[config.mk]
export PLATFORM = sky130hd
export DESIGN_NAME = sdf_step_gen
export DESIGN_NICKNAME = d
export VERILOG_FILES = /design/src/rtl/sdf_pkg.sv /design/src/rtl/sdf_step_gen.sv
export SDC_FILE = /design/constraint.sdc
export NUM_CORES = 1
export LEC_CHECK = 0
export BUFFER_PORTS_ARGS = -buffer_cell sky130_fd_sc_hd__buf_4
export CAP_MARGIN = 20
export CORE_ASPECT_RATIO = 1.1
export CORE_MARGIN = 3
export CORE_UTILIZATION = 58
export DETAILED_ROUTE_END_ITERATION = 10
export GPL_ROUTABILITY_DRIVEN = 0
export GPL_TIMING_DRIVEN = 0
export PLACE_DENSITY = 0.87
export REMOVE_ABC_BUFFERS = 1
export SLEW_MARGIN = 10
export SYNTH_ARGS = -nofsm -noshare
export SYNTH_HDL_FRONTEND = slang
export SYNTH_SLANG_ARGS = --single-unit
[constraint.sdc]
create_clock -name vclk -period 13.22
set_input_delay 0.661 -clock vclk [all_inputs]
set_output_delay 0.661 -clock vclk [all_outputs]
set_load 0.005 [all_outputs]
[src/rtl/sdf_pkg.sv]
// ----------------------------------------------------------------------------
// Sweeping delay flanger package
// Shared widths, arithmetic constants and types for the flanger delay line.
// ----------------------------------------------------------------------------
package sdf_pkg;

  // Default sizes, handed to the top level as parameter defaults.
  localparam int MAX_DELAY_DEF   = 1024;
  localparam int SAMPLE_BITS_DEF = 24;

  // Delay length register.
  localparam int                CFG_W     = 11;
  localparam logic [CFG_W-1:0]  LEN_RESET = 11'd960;
  localparam int                MIN_LEN   = 2;

  // Field widths and fixed-point formats.
  localparam int RATE_W     = 16;
  localparam int DEPTH_W    = 16;
  localparam int DEPTH_FRAC = 12;
  localparam int ROUND_HALF = 1 << (DEPTH_FRAC - 1);
  localparam int FRAC_W     = 16;
  localparam int STEP_W     = 19;

  // Step generation: step = 65536 + round(rate * 128 / 25).
  // With y = 128 * rate + STEP_Y_BIAS (always positive), the rounded quotient
  // is floor(y / 25) - 200000, and floor(y / 25) is taken by a reciprocal
  // multiply that is exact for every y below 2^STEP_Y_W.
  localparam int RATE_SHIFT  = 7;
  localparam int STEP_Y_W    = 24;
  localparam int STEP_Y_BIAS = 5000012;
  localparam int RECIP_W     = 25;
  localparam int RECIP_M     = 21474837;
  localparam int RECIP_SH    = 29;
  localparam int STEP_OFFSET = 134464;

  // Position reduction unit state.
  typedef enum logic {
    NORM_IDLE,
    NORM_RUN
  } norm_state_t;

  // How the delayed sample of an item is to be taken.
  typedef struct packed {
    logic fwd;     // read slot is the slot written by the same item
    logic stored;  // read slot has been written since reset
  } rd_info_t;

endpackage

[src/rtl/sdf_step_gen.sv]
// ----------------------------------------------------------------------------
// Sweep step generator
// Converts the Q8.8 sweep rate into the signed Q16 read position step.
// ----------------------------------------------------------------------------
module sdf_step_gen import sdf_pkg::*; (
  input  logic signed [RATE_W-1:0] sweep_rate,
  output logic signed [STEP_W-1:0] step
);

  localparam int YS_W = STEP_Y_W + 1;
  localparam int P_W  = STEP_Y_W + RECIP_W;

  logic signed [YS_W-1:0]   y_s;
  logic [STEP_Y_W-1:0]      y;
  logic [P_W-1:0]           prod;
  logic [STEP_W-1:0]        quot;
  logic signed [STEP_W:0]   step_w;

  assign y_s    = YS_W'($signed({sweep_rate, {RATE_SHIFT{1'b0}}})) + YS_W'(STEP_Y_BIAS);
  assign y      = y_s[STEP_Y_W-1:0];
  // Division by 25 as a multiply by the scaled reciprocal.
  assign prod   = P_W'(y) * P_W'(RECIP_M);
  assign quot   = prod[RECIP_SH +: STEP_W];
  assign step_w = $signed({1'b0, quot}) - (STEP_W + 1)'(STEP_OFFSET);
  assign step   = step_w[STEP_W-1:0];

endmodule

==> impl_metrics.tcl <==
set metrics [dict create \
    crit_fanout 13 \
    synth_cells 954 \
    critPathMaxStageDelay_ns 0.81 \
    flops_and_latches 0 \
    dr.pass1.iters 5 \
    cp.arrival_ns 9.69 \
    hold_class "input pin to output pin" \
    required_ns 12.56 \
    report.final.slew_viol_count 0 \
    antenna_found_initial 0 \
    die_x_um 122.5 \
    nets 1350 \
    core_sq_um 14500 \
    drv_cap 0 \
    wl_per_cell_um 17.78 \
    antennaDiodeCount 0 \
    synth_top_area_frac 0.3259 \
    drcViolationCount 0 \
    syn_to_final_growth_pct 5.432 \
    slowest_stage "xnor2_1" \
    antenna_left 0 \
    grt_max_degree 14 \
    synth_area_leaders "fa_1, ha_1, inv_1" \
    chipHeight_um 134.2 \
    tightest_slew_ns 1.174 \
    fin_crit_sh 0.7827 \
    ctsHoldBuffers 0 \
    grt_pass1_vias 7389 \
    initial_utilization 0.5971 \
    ys_warn_count 0 \
    synth_seq_area_share 0 \
    grt_usage 0.2676 \
    grt_pass1_wl_mm 34.82 \
    rsz0062_at_grt "no" \
    routed_via_density 5.688 \
    endpoint_kind "output pin" \
    dp_hpwl_mm 18.82 \
    avgSynthCellArea_sq_um 9.078 \
    fin_crit_ns 10.35 \
    cp_common_cell "inv_1" \
    portBuffers 35 \
    num_io_pins 35 \
    post_cts.repair.setup_buffers 0 \
    nClkBuffers 0 \
    cts.repair.resized 0 \
    start_kind "input pin" \
    tns_ns 0 \
    mostFrequentLayoutCells "inv_1, ha_1, fa_1" \
    status "finished clean" \
    design.die.area_sq_um 16440 \
    rows 46 \
    dr.first_iter.drc_count 251 \
    layout_commonest_cell "inv_1" \
    register_area_sq_um 0 \
    slew_headroom 0.2118 \
    path_class "input pin to output pin" \
    drive_gt1_frac 0.06339 \
    syn-cell-area_sq_um 8661 \
    hold_viol_final 0 \
    synth_area_leader_cell "fa_1" \
    setup_viol 0 \
    maxClockFrequency_mhz 96.64 \
    grt_overflow 0 \
    wl_mm 20.81 \
    vias 6655 \
    synth.distinct_cells 62 \
]
logic make-up after synthesis:
family	Yosys count	synth area share
AND/OR/NAND/NOR	141	0.08336
buffers and inverters	263	0.1151
other	1	0.0004330
XOR/XNOR	45	0.04551
AO/OA/AOI/OAI	146	0.1172
adder cells (fa/ha/maj)	354	0.6336
multiplexers	4	0.004767
synth_stat cells (2+ instances only):
library cell,number
o21ai_1,4
inv_1,250
o21ai_0,29
ha_1,213
a21oi_2,4
xnor2_1,27
or3_1,3
a31oi_1,5
nor2_1,27
and2_1,8
nand2b_1,6
and4_1,4
nor2b_1,3
o2111ai_1,3
o31ai_1,3
a211o_1,4
and3_1,9
a211oi_1,4
nand2_1,44
nand3_1,9
fa_1,141
mux2i_1,3
xor2_1,18
o211ai_1,4
o32ai_1,2
nand4_1,8
a211oi_2,4
or4_1,3
a21o_1,10
o21a_1,7
buf_2,2
clkbuf_1,10
nor3_1,6
nand3b_1,3
a21oi_1,43
o21bai_1,4
or2_2,2
routing by layer:
layer / vias to the layer above / track usage / share of wire
li1: 3138 / - / -
met1: 3197 / 0.3244 / 0.40
met2: 236 / 0.4586 / 0.48
met3: 84 / 0.03922 / 0.060
met4: 0 / 0.1394 / 0.063
met5: - / 0 / 0
stage by stage:
stage | cell area, sq um | std cells | utilization | hold slack [ns] | worst slack, ns
finish | 9131 | 1170 | 0.6296 | 2.195 | 2.872
global route | 9131 | 1170 | 0.6296 | 2.251 | 2.437
CTS | 9131 | 1170 | 0.6296 | 2.195 | 2.981
detailed placement | 9131 | 1170 | 0.6296 | 2.193 | 3.029
global placement | 9105 | 1168 | 0.6278 | 2.186 | 3.095
floorplan | 8602 | 941 | - | 1.824 | 4.395
final timing paths:
check / startpoint / to / slack [ns] / cells after the start
setup / recovery: sweep_rate[1] / step[18] / 2.87 / 34
hold / removal: sweep_rate[15] / step[18] / 2.19 / 5
area by class of cell:
| class | instances | area (sq um) |
|---|---|---|
| multi-input cells | 691 | 7671 |
| fillers | 1138 | 5373 |
| inverters | 250 | 938.4 |
| repair buffers | 37 | 281.5 |
| well taps | 192 | 240.2 |
critical path, delay by kind of cell:
family                     cells  cell delay, ns
xor gates and xnor gates       3            1.21
AOI/OAI and AO/OA              8            1.74
adders and majority gates     10            4.12
and+or+nand+nor                5            0.89
buffers and inverters          8            1.04
Power is left out: the tool's default activity adds up to more than one toggle a clock period on the data nets, which glitch-free logic cannot reach.
