`src/rtl/sdf_pkg.sv`:
```
// ----------------------------------------------------------------------------
// Sweeping delay flanger package
// Shared widths, arithmetic constants and types for the flanger delay line.
// ----------------------------------------------------------------------------
package sdf_pkg;

  // Default sizes, handed to the top level as parameter defaults.
  localparam int MAX_DELAY_DEF   = 1024;
  localparam int SAMPLE_BITS_DEF = 24;

  // Delay length register.
  localparam int                CFG_W     = 11;
  localparam logic [CFG_W-1:0]  LEN_RESET = 11'd960;
  localparam int                MIN_LEN   = 2;

  // Field widths and fixed-point formats.
  localparam int RATE_W     = 16;
  localparam int DEPTH_W    = 16;
  localparam int DEPTH_FRAC = 12;
  localparam int ROUND_HALF = 1 << (DEPTH_FRAC - 1);
  localparam int FRAC_W     = 16;
  localparam int STEP_W     = 19;

  // Step generation: step = 65536 + round(rate * 128 / 25).
  // With y = 128 * rate + STEP_Y_BIAS (always positive), the rounded quotient
  // is floor(y / 25) - 200000, and floor(y / 25) is taken by a reciprocal
  // multiply that is exact for every y below 2^STEP_Y_W.
  localparam int RATE_SHIFT  = 7;
  localparam int STEP_Y_W    = 24;
  localparam int STEP_Y_BIAS = 5000012;
  localparam int RECIP_W     = 25;
  localparam int RECIP_M     = 21474837;
  localparam int RECIP_SH    = 29;
  localparam int STEP_OFFSET = 134464;

  // Position reduction unit state.
  typedef enum logic {
    NORM_IDLE,
    NORM_RUN
  } norm_state_t;

  // How the delayed sample of an item is to be taken.
  typedef struct packed {
    logic fwd;     // read slot is the slot written by the same item
    logic stored;  // read slot has been written since reset
  } rd_info_t;

endpackage

```
`src/rtl/sdf_mix.sv`:
```
// ----------------------------------------------------------------------------
// Flanger wet/dry mixer
// Registered depth product, then rounding, dry add and saturation.
// ----------------------------------------------------------------------------
module sdf_mix import sdf_pkg::*; #(
  parameter int SAMPLE_BITS = SAMPLE_BITS_DEF
) (
  input  logic                          clk,
  input  logic                          en,
  input  logic signed [SAMPLE_BITS-1:0] dry,
  input  logic signed [SAMPLE_BITS-1:0] delayed,
  input  logic signed [DEPTH_W-1:0]     depth,
  output logic signed [SAMPLE_BITS-1:0] mix
);

  localparam int PRW  = SAMPLE_BITS + DEPTH_W;
  localparam int WW   = PRW - DEPTH_FRAC;
  localparam int SUMW = WW + 1;

  logic signed [PRW-1:0]         prod_r;
  logic signed [SAMPLE_BITS-1:0] dry_r;
  logic signed [PRW-1:0]         rnd;
  logic signed [WW-1:0]          wet;
  logic signed [SUMW-1:0]        sum;
  logic [SUMW-SAMPLE_BITS:0]     upper;

  always_ff @(posedge clk) begin
    if (en) begin
      prod_r <= delayed * depth;
      dry_r  <= dry;
    end
  end

  // Round to nearest with ties upward, then an arithmetic shift out of Q4.12.
  assign rnd   = prod_r + PRW'(ROUND_HALF);
  assign wet   = rnd[PRW-1:DEPTH_FRAC];
  assign sum   = SUMW'(dry_r) + SUMW'(wet);
  assign upper = sum[SUMW-1:SAMPLE_BITS-1];

  always_comb begin
    if ((&upper) || (~|upper)) begin
      mix = sum[SAMPLE_BITS-1:0];
    end else if (sum[SUMW-1]) begin
      mix = {1'b1, {(SAMPLE_BITS - 1){1'b0}}};
    end else begin
      mix = {1'b0, {(SAMPLE_BITS - 1){1'b1}}};
    end
  end

endmodule
```
`config.mk`:
```
export PLATFORM = sky130hd
export DESIGN_NAME = sdf_mix
export DESIGN_NICKNAME = d
export VERILOG_FILES = /design/src/rtl/sdf_pkg.sv /design/src/rtl/sdf_mix.sv
export SDC_FILE = /design/constraint.sdc
export NUM_CORES = 1
export LEC_CHECK = 0
export ABC_CLOCK_PERIOD_IN_PS = 6000
export BUFFER_PORTS_ARGS = -buffer_cell sky130_fd_sc_hd__buf_4
export CORE_UTILIZATION = 39
export DETAILED_ROUTE_END_ITERATION = 16
export PLACE_DENSITY = 0.54
export SYNTH_ARGS = -nofsm -noshare
export SYNTH_HDL_FRONTEND = slang
export SYNTH_SLANG_ARGS = --single-unit
```
`constraint.sdc`:
```
create_clock -name clk -period 6 [get_ports clk]
set_clock_uncertainty 0.1 [all_clocks]
set_input_delay 0.3 -clock clk [delete_from_list [all_inputs] [get_ports clk]]
set_output_delay 0.3 -clock clk [all_outputs]
set_load 0.03 [all_outputs]
```
==> summary.log, run 1 <==
[outcome] result of the run complete, no violations
[worst_setup_path] instance count on the critical path 22
[sta] remaining max-slew budget at the tightest pin 0.5675
[place] detailed-placement wirelength estimate 35990 um
[clock_network] # hold bufs at CTS 0
[global_route] antenna violations before repair 0
[synth] number of flops mapped to enable cells by yosys 53
[global_route] global-route wire length before repair 68240 um
[die] starting density of the core 0.3946
[global_route] aggregate global routing overflow 0
[sta] count of endpoints failing setup in the final report 0
[clock_network] CTS tree done
[global_route] global router's overall resource usage 0.1920
[synth] library cell with the largest summed area after synthesis sky130_fd_sc_hd__fa_1
[synth] Yosys warning count 0
[die] Core Box Area 0.04308 mm^2
[drt] routed wire length 40540 um
[synth] count of different cell masters after synthesis 56
[drt] number of routed nets with antenna violations 0
[synth] async set-or-reset flop fraction in the synthesized netlist 0
[clock_network] clock tree root driver cell sky130_fd_sc_hd__clkbuf_16
[worst_setup_path] CP Cell Sequence buf_4 > buf_4 > nand2_1 > fa_1 > fa_1 > inv_1 > fa_1 > fa_1 > fa_1 > inv_1 > fa_1 > inv_1 > ha_1 > o21a_1 > nor2_2 > o21ai_0 > a41o_1 > nand3_1 > nand2_1 > or3_1 > a21oi_2 > xnor2_1
[place] Inst Count DP 2591
[hold_path] kind of path behind the tightest hold check in2reg
[place] Worst Setup Slack post-DPL -0.3320 ns
[clock_network] clock slew at reported path FFs 0.07 ns
[synth] register bit count reported by yosys 53
[place] Port Buffers 89
[synth] register area share after synthesis 0.09364
[layout] final std cells w/o fill 2599
[synth] netlist area before placement 0.01700 mm^2
[layout] number of antenna repair diodes 0
[sta] Worst-Margin Slew 0.6488 ns
[drt] count of vias placed by the detailed router 12310
[layout] fraction of layout cells with a size suffix above 1 0.1212
[synth] post-synth top area share 0.4405
[synth] dominant synthesized flop cell sky130_fd_sc_hd__edfxtp_1
[die] # IOs 90
[global_route] number of global-route vias before repair 13270
[worst_setup_path] CP required 5.95 ns
[worst_setup_path] Crit Path Category in2reg
[synth] ranking of synthesized cells by area sky130_fd_sc_hd__fa_1 44%, sky130_fd_sc_hd__inv_1 10%, sky130_fd_sc_hd__edfxtp_1 9.4%
[synth] top cells by instance count after synthesis 465 x sky130_fd_sc_hd__inv_1, 374 x sky130_fd_sc_hd__fa_1, 238 x sky130_fd_sc_hd__nand2_1
[worst_setup_path] most frequent cell on the critical path sky130_fd_sc_hd__fa_1
[sta] number of hold violations in the final report 0
[place] routability-driven placement congestion ratio 0.8456
[drt] count of routing violations after the opening detailed-route iteration 581
[worst_setup_path] number of buffer and inverter instances along the worst setup path 5
[drt] detailed-route DRC error count 0
[drt] Via density 4.735
[run] max-capacitance violation count 0
[synth] gate count after technology mapping 1850
[synth] Mapped Avg Cell Area 9.187 um^2
[synth] most frequent cell after synthesis sky130_fd_sc_hd__inv_1
[worst_setup_path] Crit path largest cell delay 0.52 ns
[sta] min Tclk post-route 5.807 ns
[sta] final worst-path setup slack 0.1934 ns
[sta] unrepaired setup endpoints after global routing true
[synth] synthesized net count 2414
[sta] highest attainable clock frequency 172.2 MHz
[layout] number of filler instances in the final layout 4200
[die] DIE WIDTH 210.8 um
[worst_setup_path] cell with the biggest individual delay on the critical path sky130_fd_sc_hd__fa_1
[worst_setup_path] kind of cell adding the most delay to the critical path adder cells
[sta] final cycle utilization of the critical path 0.9678
[clock_network] count of H-tree levels built during CTS 2
[drt] router iterations before antenna repair 5
[global_route] pin count of the biggest net entering global routing 54
[die] Die Height 210.8 um
[layout] final net count 2577
[worst_setup_path] Worst Path Max Fanout 20
[die] Die Footprint 0.04442 mm^2
[worst_setup_path] endpoint type of the worst setup path register
[clock_network] number of buffers added by the clock tree synthesis step 5
[drt] detail-routed net length per standard cell 15.60 um
[clock_network] maximum clock insertion buffer count 2
[worst_setup_path] data arrival time of the critical path 5.76 ns
[sta] Slew Limit Fails 0
[die] Rows 76
[hold_path] Worst Hold Depth 1
[layout] P&R area growth vs syn 14.27%
[clock_network] Num Clock Sinks 53
[worst_setup_path] critical path startpoint category input port
## stage by stage
step | setup TNS, ns | utilization | cell area (um^2) | hold slack [ns]
CTS | 0 | 0.4495 | 19360 | 0.06869
floorplan | 0 | - | 17000 | 0.2989
global route | -0.03534 | 0.4509 | 19420 | 0.06527
detailed placement | -2.734 | 0.4461 | 19220 | 0.3794
finish | 0 | 0.4509 | 19420 | 0.07510
global placement | -2.119 | 0.4461 | 19220 | 0.3804
## cell families (layout without fill, tap and decap cells)
| group | count (synthesis) | after routing | synth area share |
|---|---|---|---|
| xor+xnor | 88 | 88 | 0.04535 |
| fa+ha+maj | 498 | 498 | 0.5318 |
| mux | 1 | 1 | 0.0005890 |
| simple gates | 510 | 510 | 0.1444 |
| flops | 53 | 53 | 0.09364 |
| compound gates | 172 | 172 | 0.06670 |
| buf+inv | 528 | 692 | 0.1175 |
## what timing repair did
item / in CTS / in global routing
buffers inserted: 0 / 0
pin swaps: 0 / 3
gates cloned: 0 / 0
gates resized for setup: 1 / 17
setup endpoints to repair: 1 / 19
## state kept, by name (all words and copies together), names as in the netlist
register,cells
prod_r,29
dry_r,24
## worst paths after layout
| path | startpoint | endpoint |
|---|---|---|
| setup / recovery | depth[6] | prod_r[36] |
| hold / removal | dry[21] | dry_r[21] |
## per-layer routing
metal,part of all wire,GRT usage,vias up
li1,-,-,5851
met1,0.51,0.2915,6172
met2,0.43,0.3061,263
met3,0.046,0.01650,19
met4,0.0074,0.02324,0
met5,0,0,-
## cells in the final DEF (no fill, tap or decap), types with 3 or more instances in the layout
master                        n
sky130_fd_sc_hd__o21a_1       6
sky130_fd_sc_hd__and2_1     151
sky130_fd_sc_hd__o21bai_1    10
sky130_fd_sc_hd__a21oi_2      4
sky130_fd_sc_hd__and3_1      14
sky130_fd_sc_hd__o211ai_1     6
sky130_fd_sc_hd__xor2_1      30
sky130_fd_sc_hd__edfxtp_1    53
sky130_fd_sc_hd__buf_12       7
sky130_fd_sc_hd__fa_1       372
sky130_fd_sc_hd__nor3_1      12
sky130_fd_sc_hd__inv_1      465
sky130_fd_sc_hd__nand3_1     18
sky130_fd_sc_hd__a21oi_1     62
sky130_fd_sc_hd__ha_1       124
sky130_fd_sc_hd__nand2b_1    10
sky130_fd_sc_hd__buf_4      205
sky130_fd_sc_hd__a211o_1      3
sky130_fd_sc_hd__clkbuf_16    5
sky130_fd_sc_hd__or3_1        4
sky130_fd_sc_hd__nor2b_1      6
sky130_fd_sc_hd__a21o_1      16
sky130_fd_sc_hd__nand4_1      5
sky130_fd_sc_hd__nand2_1    238
sky130_fd_sc_hd__a31oi_1      6
sky130_fd_sc_hd__nor2_1      43
sky130_fd_sc_hd__buf_6        6
sky130_fd_sc_hd__a211oi_1     5
sky130_fd_sc_hd__xnor2_1     58
sky130_fd_sc_hd__o21ai_0     27
## cell type report
| class | instances | area, um^2 | area share |
|---|---|---|---|
| Sequential cell | 53 | 1592 | 0.08195 |
| Clock buffer | 5 | 125.1 | 0.006442 |
| Timing Repair Buffer | 219 | 1762 | 0.09071 |
| Inverter | 465 | 1745 | 0.08987 |
| Clock inverter | 3 | 16.27 | 0.0008375 |
| Multi-Input combinational cell | 1269 | 13450 | 0.6925 |
| Tap cell | 585 | 732.0 | 0.03769 |
Power of run 1 is not shown: default switching activity piles up to over one toggle a cycle in this logic, so the estimate is an artifact.
==> inputs of run 2 (changes only) <==
--- a/config.mk
+++ b/config.mk
@@ -9,6 +9,7 @@
 export BUFFER_PORTS_ARGS = -buffer_cell sky130_fd_sc_hd__buf_4
 export CORE_UTILIZATION = 39
 export DETAILED_ROUTE_END_ITERATION = 16
+export GPL_TIMING_DRIVEN = 0
 export PLACE_DENSITY = 0.54
 export SYNTH_ARGS = -nofsm -noshare
 export SYNTH_HDL_FRONTEND = slang
==> constraint.sdc (replaced) <==
create_clock -name clk -period 6 [get_ports clk]
set_clock_uncertainty 0.1 [all_clocks]
set_input_delay 1.5 -clock clk [delete_from_list [all_inputs] [get_ports clk]]
set_output_delay 1.5 -clock clk [all_outputs]
set_load 0.03 [all_outputs]
==> run 2 against run 1 <==
Effect of this change: flip-flop and latch count unchanged; final cell count grew 3.2%; critical path type unchanged; die area unchanged; sequential share of layout area shrank 1.2 points; the flow now finishes with violations (negative setup slack); setup slack got worse by 1.3 ns; non-clock buffer count up 83; maximum frequency down 19%; largest cell class unchanged.
==> summary.log, run 2 (synthesis results as in run 1) <==
[drt] count of routing violations after the opening detailed-route iteration 644
[global_route] number of global-route vias before repair 13960
[die] # IOs 90
[worst_setup_path] cell with the biggest individual delay on the critical path sky130_fd_sc_hd__fa_2
[worst_setup_path] Crit Path Category in2reg
[layout] post-route cell area 0.02261 mm^2
[die] Die Footprint 0.04442 mm^2
[layout] fraction of layout cells with a size suffix above 1 0.2656
[clock_network] maximum clock insertion buffer count 2
[clock_network] count of H-tree levels built during CTS 2
[sta] min Tclk post-route 7.145 ns
[run] max-capacitance violation count 0
[sta] number of hold violations in the final report 0
[sta] remaining max-slew budget at the tightest pin 0.5198
[sta] highest attainable clock frequency 140.0 MHz
[global_route] antenna violations before repair 1
[worst_setup_path] number of buffer and inverter instances along the worst setup path 7
[drt] router iterations before antenna repair 5
[outcome] result of the run finished, violations left
[die] Core Box Area 0.04308 mm^2
[place] detailed-placement wirelength estimate 39050 um
[worst_setup_path] critical path startpoint category input port
[drt] Via density 4.871
[clock_network] clock slew at reported path FFs 0.07 ns
[worst_setup_path] most frequent cell on the critical path sky130_fd_sc_hd__fa_1
[drt] count of vias placed by the detailed router 13060
[hold_path] kind of path behind the tightest hold check in2reg
[worst_setup_path] data arrival time of the critical path 7.07 ns
[outcome] failing checks negative setup slack
[sta] unrepaired setup endpoints after global routing true
[global_route] pin count of the biggest net entering global routing 54
[drt] routed wire length 49140 um
[die] Rows 76
[place] Port Buffers 89
[layout] register with the highest flop count prod_r
[layout] number of antenna repair diodes 0
[global_route] aggregate global routing overflow 0
[sta] final cycle utilization of the critical path 1.191
[die] Die Height 210.8 um
[layout] leading cell types in the layout, fill and taps excluded 428 x sky130_fd_sc_hd__inv_1, 338 x sky130_fd_sc_hd__fa_1, 214 x sky130_fd_sc_hd__nand2_1
[layout] largest registers prod_r: 29 flops, dry_r: 24 flops
[worst_setup_path] kind of cell adding the most delay to the critical path adder cells
[worst_setup_path] endpoint type of the worst setup path register
[worst_setup_path] Crit path largest cell delay 0.65 ns
[sta] Worst-Margin Slew 0.7127 ns
[clock_network] CTS tree done
[drt] detailed-route DRC error count 0
[layout] P&R area growth vs syn 33.01%
[die] starting density of the core 0.3946
[clock_network] clock tree root driver cell sky130_fd_sc_hd__clkbuf_16
[clock_network] number of buffers added by the clock tree synthesis step 5
[place] total placed instance area 0.01905 mm^2
[drt] detail-routed net length per standard cell 18.32 um
[die] DIE WIDTH 210.8 um
[global_route] global router's overall resource usage 0.2270
[sta] count of endpoints failing setup in the final report 52
[worst_setup_path] CP Cell Sequence buf_8 > buf_8 > buf_6 > and2_4 > fa_1 > fa_1 > fa_2 > fa_2 > fa_1 > inv_1 > fa_1 > inv_2 > ha_4 > or3_1 > o21ai_2 > a21oi_2 > a21oi_4 > buf_12 > a211oi_4 > buf_6 > or3_4 > a21oi_4 > xnor2_2
[layout] final net count 2660
[sta] Slew Limit Fails 0
[worst_setup_path] Worst Path Max Fanout 7
[layout] number of flip-flops under the largest register name 29
[layout] most common cell after layout, fill and taps aside sky130_fd_sc_hd__inv_1
[drt] number of routed nets with antenna violations 0
[clock_network] Num Clock Sinks 53
[global_route] global-route wire length before repair 76910 um
[sta] final worst-path setup slack -1.145 ns
[worst_setup_path] CP required 5.93 ns
[place] routability-driven placement congestion ratio 0.9148
==> run 2: changes by cell type in the layout (fill, tap and decap cells not counted), moves of 36 or more <==
cell / change
sky130_fd_sc_hd__buf_6: +55
sky130_fd_sc_hd__a21oi_1: -36
sky130_fd_sc_hd__buf_4: -65
sky130_fd_sc_hd__inv_1: -37
sky130_fd_sc_hd__inv_2: +36
==> run 2: stage by stage <==
stage               std cells    util  setup TNS [ns]  setup slack [ns]  hold WS (ns)
CTS                      2598  0.4870          -29.15            -1.237         1.270
global placement         2524  0.4422          -57.69            -2.043         1.580
detailed placement       2524  0.4422          -62.95            -2.036         1.579
floorplan                1850       -          -13.03           -0.8078         1.499
global route             2682  0.5248          -34.03            -1.267         1.269
finish                   2682  0.5248          -24.82            -1.145         1.272
==> run 2: layout make-up <==
class,instances,area [um^2]
timing repair buffer,241,2519
multi-input combinational,1269,14690
sequential,53,1592
clock inverter,3,65.06
clock buffer,5,125.1
tap,585,732.0
inverter,465,1750
fill,3927,20470
buffer,61,1134
==> run 2: repair_timing <==
action | CTS | global route
buffers inserted | 63 | 83
hold buffers | 0 | 0
resized for setup | 242 | 246
endpoints found under the setup margin | 52 | 52
pin swaps | 48 | 112
cloned | 6 | 7
==> run 2: final timing paths <==
path | startpoint | to | slack, ns | cells past startpoint
worst max-delay path | depth[14] | prod_r[36] | -1.15 | 23
worst min-delay path | dry[23] | dry_r[23] | 1.27 | 1
==> run 2: layer usage <==
metal / vias to the layer above / global-route usage / routed length, um
li1: 6039 / - / -
met1: 6643 / 0.3166 / 22270
met2: 355 / 0.3797 / 23720
met3: 26 / 0.02959 / 2730
met4: 0 / 0.04398 / 430
met5: - / 0 / 0
Power of run 2 is left out for the same reason.
