[config.mk]
export PLATFORM = sky130hd
export DESIGN_NAME = sdf_position
export DESIGN_NICKNAME = d
export VERILOG_FILES = /design/src/rtl/sdf_pkg.sv /design/src/rtl/sdf_position.sv
export SDC_FILE = /design/constraint.sdc
export NUM_CORES = 1
export LEC_CHECK = 0
export BUFFER_PORTS_ARGS = -buffer_cell sky130_fd_sc_hd__buf_2
export CAP_MARGIN = 10
export CORE_MARGIN = 2
export CORE_UTILIZATION = 55
export CTS_BUF_LIST = sky130_fd_sc_hd__clkbuf_4 sky130_fd_sc_hd__clkbuf_8 sky130_fd_sc_hd__clkbuf_16
export DETAILED_ROUTE_END_ITERATION = 10
export HOLD_SLACK_MARGIN = 0.02
export PLACE_DENSITY_LB_ADDON = 0.3
export SYNTH_ARGS = -nofsm -noshare
export SYNTH_HDL_FRONTEND = slang
export SYNTH_SLANG_ARGS = --single-unit
[constraint.sdc]
create_clock -name clk -period 7.4 [get_ports clk]
set_input_delay 1.11 -clock clk [delete_from_list [all_inputs] [get_ports clk]]
set_output_delay 1.11 -clock clk [all_outputs]
set_load 0.02 [all_outputs]
[src/rtl/sdf_pkg.sv]
// ----------------------------------------------------------------------------
// Sweeping delay flanger package
// Shared widths, arithmetic constants and types for the flanger delay line.
// ----------------------------------------------------------------------------
package sdf_pkg;

  // Default sizes, handed to the top level as parameter defaults.
  localparam int MAX_DELAY_DEF   = 1024;
  localparam int SAMPLE_BITS_DEF = 24;

  // Delay length register.
  localparam int                CFG_W     = 11;
  localparam logic [CFG_W-1:0]  LEN_RESET = 11'd960;
  localparam int                MIN_LEN   = 2;

  // Field widths and fixed-point formats.
  localparam int RATE_W     = 16;
  localparam int DEPTH_W    = 16;
  localparam int DEPTH_FRAC = 12;
  localparam int ROUND_HALF = 1 << (DEPTH_FRAC - 1);
  localparam int FRAC_W     = 16;
  localparam int STEP_W     = 19;

  // Step generation: step = 65536 + round(rate * 128 / 25).
  // With y = 128 * rate + STEP_Y_BIAS (always positive), the rounded quotient
  // is floor(y / 25) - 200000, and floor(y / 25) is taken by a reciprocal
  // multiply that is exact for every y below 2^STEP_Y_W.
  localparam int RATE_SHIFT  = 7;
  localparam int STEP_Y_W    = 24;
  localparam int STEP_Y_BIAS = 5000012;
  localparam int RECIP_W     = 25;
  localparam int RECIP_M     = 21474837;
  localparam int RECIP_SH    = 29;
  localparam int STEP_OFFSET = 134464;

  // Position reduction unit state.
  typedef enum logic {
    NORM_IDLE,
    NORM_RUN
  } norm_state_t;

  // How the delayed sample of an item is to be taken.
  typedef struct packed {
    logic fwd;     // read slot is the slot written by the same item
    logic stored;  // read slot has been written since reset
  } rd_info_t;

endpackage

[src/rtl/sdf_position.sv]
// ----------------------------------------------------------------------------
// Flanger position control
// Write index, written-prefix mark, fractional read position and the
// iterative reduction of the read position after a length change.
// ----------------------------------------------------------------------------
module sdf_position import sdf_pkg::*; #(
  parameter int MAX_DELAY = MAX_DELAY_DEF
) (
  input  logic                          clk,
  input  logic                          rst_n,
  input  logic                          item_en,
  input  logic                          cfg_we,
  input  logic [$clog2(MAX_DELAY+1)-1:0] eff_len,
  input  logic signed [STEP_W-1:0]      step,
  output logic [$clog2(MAX_DELAY)-1:0]  waddr,
  output logic [$clog2(MAX_DELAY)-1:0]  raddr,
  output rd_info_t                      rd_info,
  output logic                          busy
);

  localparam int AW  = $clog2(MAX_DELAY);
  localparam int LW  = $clog2(MAX_DELAY + 1);
  localparam int PW  = AW + FRAC_W;
  localparam int LQW = LW + FRAC_W;
  localparam int SW  = LQW + 2;
  localparam int KW  = $clog2(AW);
  localparam int SHW = LQW + AW;

  norm_state_t          state_r, state_nxt;
  logic [KW-1:0]        k_r, k_nxt;
  logic [AW-1:0]        widx_r, widx_nxt;
  logic [LW-1:0]        hwm_r, hwm_nxt;
  logic [PW-1:0]        read_pos_r, read_pos_nxt;
  logic [PW-1:0]        base_r, base_nxt;

  logic [LQW-1:0]       lq;
  logic signed [SW-1:0] lq_s, pos, pos_up, pos_dn1, pos_dn2;
  logic [PW-1:0]        new_pos;
  logic [LW-1:0]        widx_inc;
  logic [SHW-1:0]       lq_sh;
  logic                 rem_ge;

  assign lq      = {eff_len, {FRAC_W{1'b0}}};
  assign lq_s    = $signed(SW'(lq));
  assign pos     = $signed(SW'(base_r)) + SW'(step);
  assign pos_up  = pos + lq_s;
  assign pos_dn1 = pos - lq_s;
  assign pos_dn2 = pos_dn1 - lq_s;

  // The base is below the length, so one wrap up or at most two down.
  always_comb begin
    if (pos[SW-1]) begin
      new_pos = pos_up[PW-1:0];
    end else if (pos_dn1[SW-1]) begin
      new_pos = pos[PW-1:0];
    end else if (pos_dn2[SW-1]) begin
      new_pos = pos_dn1[PW-1:0];
    end else begin
      new_pos = pos_dn2[PW-1:0];
    end
  end

  assign widx_inc = LW'(widx_r) + LW'(1);
  assign lq_sh    = SHW'(lq) << k_r;
  assign rem_ge   = LQW'(base_r >> k_r) >= lq;

  always_comb begin
    state_nxt    = state_r;
    k_nxt        = k_r;
    widx_nxt     = widx_r;
    hwm_nxt      = hwm_r;
    read_pos_nxt = read_pos_r;
    base_nxt     = base_r;
    case (state_r)
      NORM_IDLE: begin
        if (cfg_we) begin
          state_nxt = NORM_RUN;
          k_nxt     = KW'(AW - 1);
          base_nxt  = read_pos_r;
        end else if (item_en) begin
          widx_nxt     = (widx_inc >= eff_len) ? '0 : widx_inc[AW-1:0];
          hwm_nxt      = (widx_inc > hwm_r) ? widx_inc : hwm_r;
          read_pos_nxt = new_pos;
          base_nxt     = new_pos;
        end
      end
      NORM_RUN: begin
        if (cfg_we) begin
          k_nxt    = KW'(AW - 1);
          base_nxt = read_pos_r;
        end else begin
          if (rem_ge) begin
            base_nxt = base_r - lq_sh[PW-1:0];
          end
          if (k_r == '0) begin
            state_nxt = NORM_IDLE;
          end else begin
            k_nxt = k_r - KW'(1);
          end
        end
      end
      default: begin
        state_nxt = NORM_IDLE;
      end
    endcase
  end

  always_ff @(posedge clk) begin
    if (!rst_n) begin
      state_r    <= NORM_IDLE;
      k_r        <= '0;
      widx_r     <= '0;
      hwm_r      <= '0;
      read_pos_r <= '0;
      base_r     <= '0;
    end else begin
      state_r    <= state_nxt;
      k_r        <= k_nxt;
      widx_r     <= widx_nxt;
      hwm_r      <= hwm_nxt;
      read_pos_r <= read_pos_nxt;
      base_r     <= base_nxt;
    end
  end

  assign waddr          = widx_r;
  assign raddr          = read_pos_r[PW-1:FRAC_W];
  assign rd_info.fwd    = (raddr == widx_r);
  assign rd_info.stored = (LW'(raddr) < hwm_r);
  assign busy           = (state_r == NORM_RUN);

endmodule

==> results of run 1 <==
[worst max-delay path by stage]
| stage | end | depth (start not counted) |
|---|---|---|
| after global routing | read_pos_r[21] | 24 |
| final | read_pos_r[21] | 24 |
| after global placement | base_r[21] | 24 |
| after detailed placement | read_pos_r[21] | 23 |
| after CTS | read_pos_r[21] | 23 |
| after floorplan | base_r[21] | 24 |
[final cells by class]
type / count / area, µm²
Multi-Input combinational cell: 953 / 6900
Fill cell: 1486 / 6320
Sequential cell: 78 / 1560
Timing Repair Buffer: 70 / 385
Tap cell: 216 / 270
Clock buffer: 12 / 248
Inverter: 56 / 210
Clock inverter: 4 / 47.5
[worst max-delay path, delay by kind of cell]
family,cells,cell delay [ns]
AOI/OAI and AO/OA,12,2.94
xor gates and xnor gates,2,0.38
adders and majority gates,4,1.29
buffers and inverters,2,0.17
muxes,2,0.61
and+or+nand+nor,2,0.65
[state kept, by name (all words and copies together), names as in the netlist]
name / cells
busy: 1
base_r: 26
k_r: 4
read_pos_r: 26
hwm_r: 11
waddr: 10
[power groups by stage]
| stage | Combinational, µW | Clock [µW] | Sequential (µW) |
|---|---|---|---|
| 3_5_place_dp | 2100 | 0 | 552 |
| 3_3_place_gp | 2080 | 0 | 552 |
| 2_1_floorplan | 1680 | 0 | 517 |
| 4_1_cts | 2110 | 464 | 543 |
| 5_1_grt | 2380 | 477 | 550 |
| 6_report | 2160 | 458 | 546 |
[metal layers]
layer | vias to the layer above | track usage (%) | part of all wire (%)
met2 | 408 | 48.4 | 45
met5 | - | 0 | 0
li1 | 4323 | - | -
met4 | 0 | 13.6 | 3.7
met1 | 4186 | 41.1 | 44
met3 | 72 | 5.07 | 7.8
[cells by family (layout without fill, tap and decap cells)]
logic type / Yosys count / in the layout / synth area share, %
AO/OA/AOI/OAI: 395 / 395 / 30.4
AND/OR/NAND/NOR: 343 / 343 / 18.9
buffers and inverters: 129 / 142 / 6.51
adder cells (fa/ha/maj): 116 / 116 / 16.4
flip-flops: 78 / 78 / 17.3
XOR/XNOR: 66 / 66 / 6.40
multiplexers: 33 / 33 / 4.13
[metrics by stage]
| stage | setup WS, ns | std cells |
|---|---|---|
| detailed placement | 0.00683 | 1373 |
| global route | 0.0159 | 1389 |
| CTS | 0.378 | 1389 |
| finish | 0.456 | 1389 |
| floorplan | 0.845 | 1160 |
| global placement | 0.258 | 1373 |
[Yosys cell counts (5+ instances only)]
library cell	number
ha_1	112
nand2_1	107
a21oi_1	100
dfxtp_1	78
nor2_1	77
o21ai_0	61
inv_1	53
xnor2_1	49
clkbuf_1	37
a211oi_1	29
a21o_1	26
nor3_1	25
mux2i_1	23
o21a_1	22
nor2b_1	20
and3_1	17
nand3_1	17
xor2_1	17
a31oi_1	15
buf_4	15
nand4_1	15
o211ai_1	14
buf_2	13
o22ai_1	12
and2_1	11
o21bai_1	11
a2111oi_0	9
or2_2	8
or3_1	8
a22oi_1	7
nand2b_1	6
o21ai_1	6
a31o_2	5
mux2_2	5
nor4_1	5
o31a_1	5
==> results.toml, run 1 <==
[yosys]
synth_edf_count = 0
synth.cell_area_um2 = 9030
async_flop_share_pct = 0
syn_inst = 1160
synth_top_area_share_pct = 17.3
synth.area.top_cells = "dfxtp_1 (17%), ha_1 (16%), a21oi_1 (5.5%)"
yosys.area.top_type = "dfxtp_1"
seq_area_frac_synth_pct = 17.3
ys_ff_latch = 78
synth_nets = 1310
ys.flop_type = "dfxtp_1"
yosysWarnings = 0
synth_cell_types = 97
syn-mean-instance-area_um2 = 7.78

[global_route]
antenna_found_initial = 0
overflow = 0
grt_usage_pct = 30.6
grt_pass1_vias = 8417
grt_pass1_wl_um = 43400
grt_max_degree = 48

[power]
clkPwrFrac_pct = 14.5
seqPwrFrac_pct = 17.3
peakVddDrop_mv = 0.225
power_uw = 3160
p_int_uw = 1660
pwr-share-comb_pct = 68.2
p_per_area_nw_per_um2 = 328
switchingPower_uw = 1500
cellLeakagePower_uw = 0.00419
switching_share_pct = 47.5

[layout]
layout.nets = 1318
finalInstanceArea_um2 = 9620
finalCoreUtilization_pct = 60.3
drive_gt1_share_pct = 12.2
synthToLayoutAreaGrowth_pct = 6.53
final_common_cell = "ha_1"
diodes = 0
mostFrequentLayoutCells = "ha_1 (112), nand2_1 (107), a21oi_1 (100), dfxtp_1 (78), nor2_1 (77)"

[worst_hold_path]
worstHoldPathType = "reg -> reg"
min_to = "read_pos_r[13]"
hold_path.startpoint = "read_pos_r[13]"
worstHoldPathCells = 2

[worst_setup_path]
critPathArrivalTime_ns = 7.15
r2r_slack_ns = 0.98
reg2regPathDepth = 23
crit_chain = "buf_2 > ha_1 > fa_1 > a211oi_1 > nor2_1 > o21a_1 > a311oi_2 > o21bai_1 > a31oi_1 > xnor2_1 > ha_1 > o21a_1 > o31a_1 > o31ai_2 > xnor2_1 > inv_1 > ha_1 > a2111oi_1 > a21oi_2 > or3_1 > mux2_4 > mux2_2 > o21ai_1 > a21oi_1"
cp_slowest_cell = "a2111oi_1"
slowest_delay_ns = 0.52
r2r_end = "read_pos_r[21]"
worstSetupPathType = "in -> reg"
path_max_fanout = 9
required_ns = 7.61
endpoint_kind = "flip-flop"
start_kind = "input port"
worstReg2RegStart = "base_r[0]"
crit_start = "step[0]"
crit_top_cell = "ha_1"

[place]
port_buffers = 56
placed_area_um2 = 9310
place_congestion = 0.966
dp.final_hpwl_um = 20400

[sta]
skew_ns = 0.00794
finalCriticalPeriod_ns = 6.94
slew_violations = 0
fin_tns_setup_ns = 0
whs_ns = 0.457
worst_slew_pin_slew_ns = 1.06
rsz0062_at_grt = "false"
fmaxAchievable_mhz = 144
setup_viol = 0
timing.final.crit_share_pct = 93.8
hold_violations = 0
relSlewSlack_pct = 28.8

[die]
row_count = 46
die_y_um = 132
core_area_um2 = 15900
initial_core_util_pct = 56.6
fp.dieW_um = 132
dieArea_um2 = 17500
top_level_ports = 57

[clocking]
clk_latency_ns = 0.35
cts_made_buffers = 9
clk_pin_slew_ns = 0.06
holdBufCountCts = 0
cts_num_sinks = 78
cts_tree = "done"
cts-root-buf = "clkbuf_16"
cts_resized = 0
htree_levels = 3
clockBufferDepth = 2
post_cts_buffers = 0

[drt]
drc = 0
initialDrtViolationCount = 830
wl_per_cell_um = 19.5
routed_via_density = 6.47
first_pass_iters = 5
drt_wl_total_um = 27100
postRouteAntennaNets = 0
vias = 8989

[run_status]
status = "complete, no violations"

[run]
cap_viol_max_count = 0
Note: power is estimated with default switching activity, not from simulation.
==> run 2, diff against run 1 <==
Settings changed: ABC_AREA from default to 1, CORE_MARGIN 2 to 3, CTS_CLUSTER_DIAMETER from default to 30.
==> results.toml, run 2 <==
[yosys]
ys_ff_latch = 78
synth_common_cells = "nand2_1 (361), inv_1 (199), a21oi_1 (150)"
syn-mean-instance-area_um2 = 6.25
post-synth-top-count-cell = "nand2_1"
synth_cell_types = 59
yosys.area.top_type = "dfxtp_1"
synth_top_area_share_pct = 16.7
synth_nets = 1645
syn_inst = 1495
synth.area.top_cells = "dfxtp_1 (17%), ha_1 (15%), nand2_1 (15%)"
synth_edf_count = 0
yosysWarnings = 0
seq_area_frac_synth_pct = 16.7
synth.cell_area_um2 = 9340
ys.flop_type = "dfxtp_1"
async_flop_share_pct = 0

[power]
peakVddDrop_mv = 0.238
p_per_area_nw_per_um2 = 333
cellLeakagePower_uw = 0.00500

[place]
dp.final_hpwl_um = 23300
port_buffers = 56
place_congestion = 1.01

[drt]
first_pass_iters = 5
routed_via_density = 5.79
drc = 0
drt_wl_total_um = 29900
postRouteAntennaNets = 0
wl_per_cell_um = 17.2
initialDrtViolationCount = 843
vias = 10000

[sta]
skew_ns = 0.00577
rsz0062_at_grt = "false"
worst_slew_pin_slew_ns = 0.938
hold_violations = 0
fmaxAchievable_mhz = 166
slew_violations = 0
whs_ns = 0.452
fin_tns_setup_ns = 0
finalCriticalPeriod_ns = 6.01
relSlewSlack_pct = 37.4
setup_viol = 0
timing.final.crit_share_pct = 81.2

[clocking]
cts_tree = "done"
clk_pin_slew_ns = 0.06
htree_levels = 3
cts_resized = 0
cts-root-buf = "clkbuf_16"
holdBufCountCts = 0
cts_num_sinks = 78
cts_made_buffers = 9
post_cts_buffers = 0
clk_latency_ns = 0.34
clockBufferDepth = 2

[die]
die_y_um = 136
dieArea_um2 = 18600
row_count = 47
fp.dieW_um = 136
top_level_ports = 57
core_area_um2 = 16600
initial_core_util_pct = 56.3

[worst_setup_path]
critPathArrivalTime_ns = 6.29
worstSetupPathType = "in -> reg"
crit_start = "step[0]"
crit_end = "base_r[25]"
slowest_delay_ns = 0.46
worstReg2RegStart = "base_r[0]"
reg2regPathDepth = 28
crit_top_cell = "nand2_1"
path_max_fanout = 13
cp_slowest_cell = "fa_1"
r2r_slack_ns = 1.94
r2r_end = "base_r[25]"
endpoint_kind = "flip-flop"
required_ns = 7.68
start_kind = "input port"

[layout]
mostFrequentLayoutCells = "nand2_1 (361), inv_1 (199), a21oi_1 (150), nor2_1 (125), ha_1 (112)"
final_common_cell = "nand2_1"
diodes = 0
reg_top3 = "base_r x26, read_pos_r x26, hwm_r x11"
layout.nets = 1661
fillers = 1688
synthToLayoutAreaGrowth_pct = 6.70
drive_gt1_share_pct = 8.18

[global_route]
grt_usage_pct = 32.5
overflow = 0
grt_pass1_vias = 9295
grt_pass1_wl_um = 47600
antenna_found_initial = 0
grt_max_degree = 49

[worst_hold_path]
worstHoldPathCells = 2
worstHoldPathType = "reg -> reg"

[run_status]
status = "complete, no violations"

[run]
cap_viol_max_count = 0
==> run 2: changes by cell type after synthesis, sizes merged, moves of 22 or more <==
cell,previous run,this run
a211oi,32,5
inv,55,206
mux2i,23,1
o21ai,67,136
xor2,17,40
nand3,17,60
a21oi,102,158
xnor2,49,14
nor2,79,132
nand2,107,370
==> run 2: worst max-delay path, delay by kind of cell <==
family | cells | cell delay [ns]
AND/OR/NAND/NOR | 14 | 1.46
AO/OA/AOI/OAI | 4 | 1.00
adder cells (fa/ha/maj) | 5 | 1.76
buffers and inverters | 4 | 0.37
XOR/XNOR | 2 | 0.58
==> run 2: worst min-delay path by stage <==
| stage | startpoint | slack, ns | endpoint |
|---|---|---|---|
| final | read_pos_r[2] | 0.45 | read_pos_r[2] |
| after global routing | read_pos_r[2] | 0.47 | read_pos_r[2] |
| after detailed placement | read_pos_r[2] | 0.44 | read_pos_r[2] |
| after CTS | read_pos_r[2] | 0.45 | read_pos_r[2] |
| after global placement | read_pos_r[2] | 0.44 | read_pos_r[2] |
| after floorplan | read_pos_r[0] | 0.42 | read_pos_r[0] |
==> run 2: power by group <==
part / switching, µW / internal (µW)
registers: 78.3 / 479
logic: 1450 / 796
clock network: 178 / 340
total: 1710 / 1620
==> run 2: through the flow <==
stage / instance area, µm² / cells / utilization [%] / worst slack, ns / power [µW]
after floorplan: 9340 / 1495 / - / 2.04 / 2260
after global placement: 9630 / 1720 / 58.1 / 1.22 / 2730
after detailed placement: 9630 / 1720 / 58.1 / 1.16 / 2750
after CTS: 9970 / 1735 / 60.1 / 1.49 / 3280
after global routing: 9970 / 1735 / 60.1 / 0.974 / 3610
final: 9970 / 1735 / 60.1 / 1.39 / 3320
==> run 2: cells by family after synthesis <==
family	count (synthesis)	synth area share, %
AO/OA/AOI/OAI	371	22.5
XOR/XNOR	54	5.06
adder cells (fa/ha/maj)	116	15.9
buffers and inverters	262	11.6
flip-flops	78	16.7
multiplexers	1	0.107
AND/OR/NAND/NOR	613	28.1
==> run 2: final cells by class <==
class | instances | area (µm²) | area share, %
Clock buffer | 11 | 246 | 2.47
Clock inverter | 4 | 95.1 | 0.954
Inverter | 206 | 776 | 7.78
Multi-Input combinational cell | 1155 | 6700 | 67.2
Sequential cell | 78 | 1560 | 15.7
Tap cell | 220 | 275 | 2.76
Timing Repair Buffer | 61 | 318 | 3.19
==> run 2: metal layers <==
metal | GRT usage (%) | vias up | part of all wire, % | wire length [µm]
met5 | 0 | - | 0 | 0
met1 | 41.4 | 4524 | 42 | 12700
met4 | 16.9 | 0 | 5.7 | 1710
met3 | 4.96 | 99 | 7.2 | 2150
li1 | - | 5000 | - | -
met2 | 52.9 | 426 | 45 | 13300
==> run 3, diff against run 2 <==
Settings changed: ABC_AREA 1 to 0.
Clock period 7.4 ns to 6.1 ns, I/O delays scaled along.
==> results.toml, run 3 (synthesis results as in run 1) <==
[power]
cellLeakagePower_uw = 0.00477
p_per_area_nw_per_um2 = 438
peakVddDrop_mv = 0.355

[worst_setup_path]
critPathArrivalTime_ns = 6.37
crit_cells = 30
crit_top_cell = "buf_4"
slowest_delay_ns = 0.41
required_ns = 6.39
crit_start = "step[0]"
start_kind = "input port"
cp_top_family = "compound AO/OA/AOI/OAI gates"
worstSetupPathType = "in -> reg"
path_buf_inv = 8
path_max_fanout = 7
endpoint_kind = "flip-flop"
cp_slowest_cell = "or3_4"
reg2regPathDepth = 29
worstReg2RegStart = "base_r[0]"

[clocking]
holdBufCountCts = 0
cts_tree = "done"
htree_levels = 3
clk_pin_slew_ns = 0.07
clockBufferDepth = 2
clk_latency_ns = 0.35
cts_num_sinks = 78
cts-root-buf = "clkbuf_16"
cts_made_buffers = 9

[layout]
drive_gt1_share_pct = 22.5
multiInputGateArea_um2 = 7190
final_common_cell = "buf_4"
mostFrequentLayoutCells = "buf_4 (119), nand2_1 (106), ha_1 (103), a21oi_1 (98), dfxtp_1 (78)"
seqCellArea_um2 = 1560
layout.nets = 1427
diodes = 0
final_cells = 1498
fillers = 1401
reg_top3 = "base_r x26, read_pos_r x26, hwm_r x11"
synthToLayoutAreaGrowth_pct = 19.2

[global_route]
grt_usage_pct = 30.9
overflow = 0
antenna_found_initial = 0
grt_pass1_vias = 8891
grt_pass1_wl_um = 45400
grt_max_degree = 48

[sta]
slew_violations = 0
rsz0062_at_grt = "true"
hold_violations = 0
setup_viol = 0
skew_ns = 0.00904
finalCriticalPeriod_ns = 6.09
fin_tns_setup_ns = 0
fmaxAchievable_mhz = 164
worst_slew_pin_slew_ns = 0.889
relSlewSlack_pct = 40.5
timing.final.crit_share_pct = 99.8

[die]
dieArea_um2 = 18000
top_level_ports = 57
fp.dieW_um = 134
die_y_um = 134
initial_core_util_pct = 56.4
row_count = 46
core_area_um2 = 16000

[worst_hold_path]
worstHoldPathCells = 2
hold_path.startpoint = "read_pos_r[5]"
worstHoldPathType = "reg -> reg"

[drt]
vias = 9507
first_pass_iters = 5
drc = 0
drt_wl_total_um = 29100
wl_per_cell_um = 19.4
routed_via_density = 6.35
postRouteAntennaNets = 0
initialDrtViolationCount = 1037

[place]
place_congestion = 0.953
dp.final_hpwl_um = 21300
port_buffers = 56
dp.cells = 1471

[run_status]
status = "complete, no violations"

[run]
cap_viol_max_count = 0
## run 3: cell types whose count changed in the layout (fill, tap and decap cells not counted), moves of 43 or more
cell,before,now
o21ai_0,98,55
buf_4,5,119
a21oi_1,150,98
nor2_1,125,77
inv_1,199,51
nand2_1,361,106
## run 3: final cells by class
type | count | area share [%]
multi-input cells | 953 | 66.8
repair buffers | 179 | 11.4
clock inverters | 6 | 0.663
inverters | 56 | 1.95
clock buffers | 10 | 2.16
flip-flops and latches | 78 | 14.5
well taps | 216 | 2.51
## run 3: power breakdown
group	switching [µW]	internal, µW
Sequential	103	568
Combinational	1780	1690
Clock	241	325
Total	2130	2590
## run 3: timing repair
action                     in CTS  in global routing
setup endpoints to repair       2                 18
buffers inserted                0                 11
pin swaps                       0                 37
resized for setup               1                 56
## run 3: path summary, 6_finish.rpt
check	endpoint	slack, ns
worst min-delay path	read_pos_r[5]	0.46
worst min register to register	read_pos_r[5]	0.46
worst max register to register	base_r[20]	0.31
worst max-delay path	base_r[20]	0.01
## run 3: metrics by stage
step                      cell area (µm²)  hold slack, ns  setup slack, ns  total power, µW  util [%]
after CTS                           10400           0.458           0.0297             4330      64.9
after global routing                10800           0.475           -0.194             5030      67.2
after global placement              10100           0.442           -0.292             3690      63.0
after floorplan                      9060           0.436           0.0437             2700         -
after detailed placement            10100           0.447           -0.370             3740      63.0
final                               10800           0.456           0.0113             4710      67.2
## run 3: worst register-to-register path, delay by kind of cell (launching register included)
kind	cells	cell delay, ns
AOI/OAI and AO/OA	13	2.53
adders and majority gates	4	1.03
buffers and inverters	7	1.02
and+or+nand+nor	3	0.54
DFF	1	0.35
xor gates and xnor gates	2	0.27
## run 3: metal layers
layer	vias to the layer above	global-route usage, %	wire length [µm]
li1	4524	-	-
met1	4485	41.4	12300
met2	435	51.6	13700
met3	63	4.80	2370
met4	0	9.33	790
met5	-	0	0
